===== config.mk =====
export PLATFORM = sky130hd
export DESIGN_NAME = sorted_key_value_table
export DESIGN_NICKNAME = d
export VERILOG_FILES = /design/src/sv/skvt_pkg.sv /design/src/sv/sorted_key_value_table.sv
export SDC_FILE = /design/constraint.sdc
export NUM_CORES = 2
export LEC_CHECK = 0
export BUFFER_PORTS_ARGS = -buffer_cell sky130_fd_sc_hd__buf_2
export CORE_ASPECT_RATIO = 1.75
export CORE_MARGIN = 1.5
export CORE_UTILIZATION = 56
export CTS_CLUSTER_DIAMETER = 30
export DETAILED_ROUTE_END_ITERATION = 16
export GPL_TIMING_DRIVEN = 0
export MAX_ROUTING_LAYER = met4
export PLACE_DENSITY = 0.72
export SLEW_MARGIN = 0
export SYNTH_ARGS = -nofsm -noshare
export SYNTH_HDL_FRONTEND = slang
export SYNTH_SLANG_ARGS = --single-unit

===== constraint.sdc =====
create_clock -name i_clk -period 13.75 [get_ports i_clk]
set_input_delay 0.6875 -clock i_clk [delete_from_list [all_inputs] [get_ports i_clk]]
set_output_delay 0.6875 -clock i_clk [all_outputs]
set_load 0.01 [all_outputs]

===== src/sv/skvt_pkg.sv =====
// Package for the sorted key/value table.
// Holds default sizes, action codes and the sequencer state type.
// No dependencies.
package skvt_pkg;

    localparam int CAPACITY   = 64;
    localparam int KEY_BITS   = 32;
    localparam int VALUE_BITS = 32;

    // Action codes carried on the input tuser
    localparam logic ACT_INSERT = 1'b0;
    localparam logic ACT_LOOKUP = 1'b1;

    typedef enum logic [2:0] {
        ST_IDLE,
        ST_RD,
        ST_CMP,
        ST_ACT,
        ST_SHIFT,
        ST_PLACE,
        ST_DONE
    } t_state;

endpackage


===== src/sv/sorted_key_value_table.sv =====
// Sorted key/value table: fixed-capacity map held in one synchronous RAM of
// {value, key} words kept in ascending key order.
// Depends on skvt_pkg.
//
// Usage
//   Input stream (s_axis_*): one transaction per operation. tuser carries the
//   action (insert-or-update or lookup); tdata carries key then value.
//   Output stream (m_axis_*): exactly one transaction per operation, in order.
//   tdata carries the read value and the entry count after the operation;
//   tuser carries the found and full-drop flags.
// Timing
//   One operation at a time. Each one first runs a binary search over the
//   current count, each halving step a RAM read, then a compare. An insert of
//   a new key also moves every larger entry up one slot, one RAM read and one
//   write per cycle. The single RAM port pair sets this pace.
// Reset
//   i_rst_n (synchronous, active low) empties the table: the count goes to
//   zero. The RAM is not cleared; only entries below the count are read.
// Backpressure
//   A finished result sits in an output register. The next operation is
//   accepted while it waits; that operation holds in its final step until
//   the output register frees up.
module sorted_key_value_table #(
    parameter int CAPACITY   = skvt_pkg::CAPACITY,
    parameter int KEY_BITS   = skvt_pkg::KEY_BITS,
    parameter int VALUE_BITS = skvt_pkg::VALUE_BITS
) (
    input  logic i_clk,
    input  logic i_rst_n,

    input  logic                                          s_axis_tvalid,
    output logic                                          s_axis_tready,
    // tdata, low bit up: key, value, zero pad to bytes
    input  logic [((KEY_BITS + VALUE_BITS + 7) / 8) * 8 - 1:0] s_axis_tdata,
    // tuser: action
    input  logic                                          s_axis_tuser,

    output logic                                          m_axis_tvalid,
    input  logic                                          m_axis_tready,
    // tdata, low bit up: read_value, entry_count, zero pad to bytes
    output logic [((VALUE_BITS + $clog2(CAPACITY + 1) + 7) / 8) * 8 - 1:0] m_axis_tdata,
    // tuser, low bit up: found, full_drop
    output logic [1:0]                                    m_axis_tuser
);

    localparam int IW    = $clog2(CAPACITY);        // RAM index width
    localparam int CW    = $clog2(CAPACITY + 1);    // count / position width
    localparam int WW    = KEY_BITS + VALUE_BITS;   // RAM word width
    localparam int OUT_W = ((VALUE_BITS + CW + 7) / 8) * 8;

    localparam logic [CW-1:0] CNT_FULL = CW'(CAPACITY);
    localparam logic [CW-1:0] CNT_ONE  = CW'(1);
    localparam logic [IW-1:0] IDX_ONE  = IW'(1);

    // ---------------------------------------------------------------
    // Pair RAM: word = {value, key}, one write and one read per cycle,
    // read data registered.
    // ---------------------------------------------------------------
    logic [WW-1:0] mem [CAPACITY];
    logic          mem_we;
    logic [IW-1:0] mem_waddr;
    logic [WW-1:0] mem_wdata;
    logic          mem_re;
    logic [IW-1:0] mem_raddr;
    logic [WW-1:0] r_rd_data;

    always_ff @(posedge i_clk) begin
        if (mem_we) begin
            mem[mem_waddr] <= mem_wdata;
        end
        if (mem_re) begin
            r_rd_data <= mem[mem_raddr];
        end
    end

    wire [KEY_BITS-1:0]   rd_key = r_rd_data[KEY_BITS-1:0];
    wire [VALUE_BITS-1:0] rd_val = r_rd_data[WW-1:KEY_BITS];

    // ---------------------------------------------------------------
    // Sequencer state
    // ---------------------------------------------------------------
    skvt_pkg::t_state r_state, n_state;

    logic                  r_action,  n_action;
    logic [KEY_BITS-1:0]   r_key,     n_key;
    logic [VALUE_BITS-1:0] r_value,   n_value;

    logic [CW-1:0]         r_count,   n_count;
    logic [CW-1:0]         r_lo,      n_lo;      // search window [lo, hi)
    logic [CW-1:0]         r_hi,      n_hi;
    logic [CW-1:0]         r_mid,     n_mid;
    logic                  r_eq,      n_eq;      // key at current hi matches
    logic [VALUE_BITS-1:0] r_hval,    n_hval;    // value at current hi
    logic [IW-1:0]         r_src,     n_src;     // entry being moved up

    // pending result
    logic                  r_res_found, n_res_found;
    logic                  r_res_drop,  n_res_drop;
    logic [VALUE_BITS-1:0] r_res_val,   n_res_val;

    // output register
    logic                  r_out_valid, n_out_valid;
    logic                  r_out_found, n_out_found;
    logic                  r_out_drop,  n_out_drop;
    logic [VALUE_BITS-1:0] r_out_val,   n_out_val;
    logic [CW-1:0]         r_out_cnt,   n_out_cnt;

    logic [CW-1:0] mid;
    logic [IW-1:0] pos_idx;

    assign mid     = r_lo + ((r_hi - r_lo) >> 1);
    assign pos_idx = r_lo[IW-1:0];

    always_ff @(posedge i_clk) begin
        if (!i_rst_n) begin
            r_state     <= skvt_pkg::ST_IDLE;
            r_count     <= '0;
            r_out_valid <= 1'b0;
        end else begin
            r_state     <= n_state;
            r_count     <= n_count;
            r_out_valid <= n_out_valid;
        end
    end

    always_ff @(posedge i_clk) begin
        r_action    <= n_action;
        r_key       <= n_key;
        r_value     <= n_value;
        r_lo        <= n_lo;
        r_hi        <= n_hi;
        r_mid       <= n_mid;
        r_eq        <= n_eq;
        r_hval      <= n_hval;
        r_src       <= n_src;
        r_res_found <= n_res_found;
        r_res_drop  <= n_res_drop;
        r_res_val   <= n_res_val;
        r_out_found <= n_out_found;
        r_out_drop  <= n_out_drop;
        r_out_val   <= n_out_val;
        r_out_cnt   <= n_out_cnt;
    end

    always_comb begin
        n_state     = r_state;
        n_action    = r_action;
        n_key       = r_key;
        n_value     = r_value;
        n_count     = r_count;
        n_lo        = r_lo;
        n_hi        = r_hi;
        n_mid       = r_mid;
        n_eq        = r_eq;
        n_hval      = r_hval;
        n_src       = r_src;
        n_res_found = r_res_found;
        n_res_drop  = r_res_drop;
        n_res_val   = r_res_val;
        n_out_valid = r_out_valid;
        n_out_found = r_out_found;
        n_out_drop  = r_out_drop;
        n_out_val   = r_out_val;
        n_out_cnt   = r_out_cnt;

        mem_we    = 1'b0;
        mem_waddr = pos_idx;
        mem_wdata = {r_value, r_key};
        mem_re    = 1'b0;
        mem_raddr = mid[IW-1:0];

        s_axis_tready = 1'b0;

        // receiver takes the held result
        if (r_out_valid && m_axis_tready) begin
            n_out_valid = 1'b0;
        end

        case (r_state)
            skvt_pkg::ST_IDLE: begin
                s_axis_tready = 1'b1;
                if (s_axis_tvalid) begin
                    n_action = s_axis_tuser;
                    n_key    = s_axis_tdata[KEY_BITS-1:0];
                    n_value  = s_axis_tdata[WW-1:KEY_BITS];
                    n_lo     = '0;
                    n_hi     = r_count;
                    n_eq     = 1'b0;
                    n_state  = skvt_pkg::ST_RD;
                end
            end

            // issue the probe read, or finish when the window is empty
            skvt_pkg::ST_RD: begin
                if (r_lo < r_hi) begin
                    mem_re  = 1'b1;
                    n_mid   = mid;
                    n_state = skvt_pkg::ST_CMP;
                end else begin
                    n_state = skvt_pkg::ST_ACT;
                end
            end

            skvt_pkg::ST_CMP: begin
                if (rd_key < r_key) begin
                    n_lo = r_mid + CNT_ONE;
                end else begin
                    n_hi   = r_mid;
                    n_eq   = (rd_key == r_key);
                    n_hval = rd_val;
                end
                n_state = skvt_pkg::ST_RD;
            end

            // lo == hi is the insertion position; r_eq says hit there
            skvt_pkg::ST_ACT: begin
                n_res_found = r_eq;
                n_res_drop  = 1'b0;
                n_res_val   = '0;
                n_state     = skvt_pkg::ST_DONE;
                if (r_action == skvt_pkg::ACT_LOOKUP) begin
                    if (r_eq) begin
                        n_res_val = r_hval;
                    end
                end else if (r_eq) begin
                    mem_we = 1'b1;              // update in place
                end else if (r_count == CNT_FULL) begin
                    n_res_drop = 1'b1;
                end else if (r_lo != r_count) begin
                    // open a gap: start moving from the top entry down
                    mem_re    = 1'b1;
                    mem_raddr = IW'(r_count - CNT_ONE);
                    n_src     = IW'(r_count - CNT_ONE);
                    n_state   = skvt_pkg::ST_SHIFT;
                end else begin
                    n_state = skvt_pkg::ST_PLACE;
                end
            end

            // write entry src one slot up, read the next one below
            skvt_pkg::ST_SHIFT: begin
                mem_we    = 1'b1;
                mem_waddr = r_src + IDX_ONE;
                mem_wdata = r_rd_data;
                if (r_src != pos_idx) begin
                    mem_re    = 1'b1;
                    mem_raddr = r_src - IDX_ONE;
                    n_src     = r_src - IDX_ONE;
                end else begin
                    n_state = skvt_pkg::ST_PLACE;
                end
            end

            skvt_pkg::ST_PLACE: begin
                mem_we  = 1'b1;
                n_count = r_count + CNT_ONE;
                n_state = skvt_pkg::ST_DONE;
            end

            skvt_pkg::ST_DONE: begin
                if (!r_out_valid || m_axis_tready) begin
                    n_out_valid = 1'b1;
                    n_out_found = r_res_found;
                    n_out_drop  = r_res_drop;
                    n_out_val   = r_res_val;
                    n_out_cnt   = r_count;
                    n_state     = skvt_pkg::ST_IDLE;
                end
            end

            default: begin
                n_state = skvt_pkg::ST_IDLE;
            end
        endcase
    end

    assign m_axis_tvalid = r_out_valid;
    assign m_axis_tdata  = OUT_W'({r_out_cnt, r_out_val});
    assign m_axis_tuser  = {r_out_drop, r_out_found};

endmodule

==> impl_metrics.ini <==
[worst_setup_path]
slowest_cp_cell = sky130_fd_sc_hd__a221oi_1
crit-reg2reg-launch = r_lo[1]$_SDFFCE_PP0P_
ff2ff_setup_slack_ns = 5.21
cp_data_required_time_ns = 14.40
worstSetupPathType = flop to flop
timing.critical_path.fanout_max = 10
timing.reg2reg.worst_path_depth = 18
critPathMaxStageDelay_ns = 1.41
cp_cell_sequence = inv_1, ha_1, nor2b_1, o21ai_0, a21boi_0, nor2_1, ha_1, a21oi_1, nand2_1, xnor2_1, o311a_1, clkbuf_1, nand2_1, clkbuf_1, a221oi_1, a22oi_1, nand4_1, and3_1
critical_path_arrival_ns = 9.19
start_kind = flop
worst_r2r_endpoint = r_rd_data[19]$_DFFE_PP_
worst_setup_path_end_kind = flop

[min_path]
whs_path_depth = 2
worst_hold_path_type = input pin to flop
min_from = i_rst_n
worst_hold_endpoint = m_axis_tvalid$_SDFF_PN0_

[die]
floorplan.die_area_um2 = 306100
io-pin-count = 113
chip_height_um = 730.8
die_span_in_x_um = 418.9
core_um2 = 301700
start_util_pct = 56.19
fp-row-count = 267

[placed_design]
hpwlAfterDp_um = 415100
numPortBuffers = 111
gp_routability_congestion = 0.9893

[global_route]
antenna_violations_before_repair = 55
grt_first_pass_wirelength_um = 795400
maximum_number_of_pins_on_one_net_before_global_route_repair = 65
globalRouteOverflowTotal = 0
grt_usage_pct = 39.88
first_global_vias = 101500

[sta]
hold_viol = 0
timing.final.crit_share_pct = 62.11
tightest_slew_ns = 1.662
timing.setup.tns_ns = 0
finalCriticalPeriod_ns = 8.540
slew_headroom_pct = -10.78
report.final.slew_viol_count = 105
final.setup_skew_ns = 0.05708
fmax_mhz = 117.1
setup_violations = 0
setup_repair_after_global_routing_missed_its_margin = false

[logic_synthesis]
avgSynthCellArea_um2 = 18.40
synth_xor_xnor_area_share_pct = 0.2273
synth_seq_cells = 4371
synth_simple_gate_area_share_pct = 5.627
synth.top_cells.by_area = sky130_fd_sc_hd__edfxtp_1 77%, sky130_fd_sc_hd__mux4_2 7.3%, sky130_fd_sc_hd__mux2i_1 2.8%
synth.yosys.seq_area_share_pct = 77.37
dominantRegCellSynth = sky130_fd_sc_hd__edfxtp_1
yosysWarnings = 0
synth_top_family_by_area = multiplexers
synthArstFlopShare_pct = 0
postSynthCellCount = 9214
yosysTopAreaCellShare_pct = 77.24
post_synth_mux_area_share_pct = 10.02
synthAdderAreaFrac_pct = 0.4074
most_area_hungry_cell_type_in_the_yosys_netlist = sky130_fd_sc_hd__edfxtp_1
yosysUniqueCellTypes = 79
synth.cell_area_um2 = 169500
edff_count_synth = 4360
synthesized_area_fraction_occupied_by_ao_oa_aoi_and_oai_cells_pct = 4.617
synth_nets = 9337

[final_layout]
fin_nets = 10330
fraction_of_final_layout_cells_with_drive_strength_greater_than_1_pct = 21.32
most_common_cell_after_layout_fill_and_taps_aside = sky130_fd_sc_hd__edfxtp_1
layout.filler_cells = 19050
layout.cells.most_common_list = 4360 x sky130_fd_sc_hd__edfxtp_1, 1175 x sky130_fd_sc_hd__nand2_1, 546 x sky130_fd_sc_hd__mux4_2
flow.area_growth_from_synthesis_pct = 18.45

[drt]
drt_drc_violations_left = 0
antenna_violating_nets_post_route = 0
routed_wl_um = 592800
drtPass1Iterations = 13
post_drt_wl_per_cell_um = 40.18
via_count = 101900
first_iter_violations = 16160
routed_via_density = 6.908

[run_status]
failed_checks = capacitance limit, slew limit
result_of_the_run = finished with violations

[clock_network]
postCtsSetupRepairBufs = 0
tritoncts = yes
clock_pin_slew_of_the_registers_on_the_worst_case_setup_and_hold_paths_ns = 0.06
clk_root_buffer_cell = sky130_fd_sc_hd__clkbuf_16
htree_levels = 6
cts_max_path_buffers = 4
tritoncts.num_buffers = 523
clk_latency_ns = 0.98
tritoncts_num_sinks = 4371
cts.repair.resized = 0
ctsHoldBuffers = 65

[flow_run]
max_cap_violations = 12
-- sequential cells by signal (all words and copies together) (netlist names), 3 cells and up --
register   flops
r_hval        32
r_key         32
r_out_val     32
r_src          6
mem         4096
r_out_cnt      7
r_mid          7
r_state        3
r_rd_data     64
r_value       32
r_hi           7
r_lo           7
r_count        7
r_res_val     32
-- synthesized netlist by cell type, drive strengths merged (46+ instances only) --
cell,count
o21ai,97
mux4,546
a21oi,193
ha,52
buf,301
nand2,1207
mux2i,468
a31oi,116
and3,92
edfxtp,4360
nand3,380
a221o,49
clkbuf,220
a221oi,218
a2111oi,46
a32oi,145
nor2,117
inv,72
nor2b,190
-- critical path, delay by kind of cell (launching register included) --
| kind | cells | cell delay (ns) |
|---|---|---|
| AO/OA/AOI/OAI | 6 | 2.61 |
| AND/OR/NAND/NOR | 6 | 2.32 |
| buffers and inverters | 3 | 1.42 |
| flip-flops | 1 | 0.74 |
| adder cells (fa/ha/maj) | 2 | 0.65 |
| XOR/XNOR | 1 | 0.45 |
-- layout make-up --
class | count | area [um2] | share of cell area [%]
timing repair buffer | 465 | 7316 | 3.643
tap | 4035 | 5049 | 2.514
multi-input combinational | 4250 | 36420 | 18.14
buffer | 521 | 2700 | 1.345
sequential | 4371 | 131100 | 65.31
inverter | 72 | 275.3 | 0.1371
antenna | 91 | 227.7 | 0.1134
clock inverter | 369 | 4123 | 2.053
clock buffer | 579 | 13530 | 6.739
-- metrics by stage --
step	cells	setup WS [ns]	hold WS (ns)	util, %	cell area, um2
2_1_floorplan	9214	8.770	0.4003	-	169500
5_1_grt	14730	5.485	0.08766	66.54	200700
3_5_place_dp	13650	5.959	0.4045	60.41	182200
3_3_place_gp	13360	1.888	0.4008	58.05	175100
4_1_cts	14660	5.913	0.04967	66.48	200500
6_report	14750	5.210	0.07159	66.56	200800
-- worst max-delay path by stage --
stage | start | slack [ns] | cells past startpoint | to
detailed placement | r_lo[1]$_SDFFCE_PP0P_ | 5.96 | 18 | r_rd_data[57]$_DFFE_PP_
global route | r_lo[1]$_SDFFCE_PP0P_ | 5.48 | 19 | r_rd_data[62]$_DFFE_PP_
finish | r_lo[1]$_SDFFCE_PP0P_ | 5.21 | 18 | r_rd_data[19]$_DFFE_PP_
global placement | r_state[1]$_SDFFE_PN0P_ | 1.89 | 8 | mem[61][3]$_DFFE_PP_
floorplan | r_state[1]$_SDFFE_PN0P_ | 8.77 | 8 | mem[40][0]$_DFFE_PP_
CTS | r_lo[1]$_SDFFCE_PP0P_ | 5.91 | 18 | r_rd_data[57]$_DFFE_PP_
-- cell families (layout without fill, tap and decap cells) --
kind of cell             after synthesis  after routing
AO/OA/AOI/OAI                       1017           1017
XOR/XNOR                              44             44
adder cells (fa/ha/maj)               54             54
buffers and inverters                593           2006
flip-flops                          4371           4371
multiplexers                        1014           1014
other                                  1             92
AND/OR/NAND/NOR                     2120           2120
-- metal layers --
layer	wire (um)	up-vias	part of all wire (%)	global-route usage, %
li1	-	39300	-	-
met1	166500	50710	28	39.72
met2	280600	8764	47	62.01
met3	71830	3148	12	11.62
met4	73900	0	12	38.38
met5	0	-	0	-
Power is not shown: default switching activity piles up to over one toggle a cycle in this logic, so the estimate is an artifact.
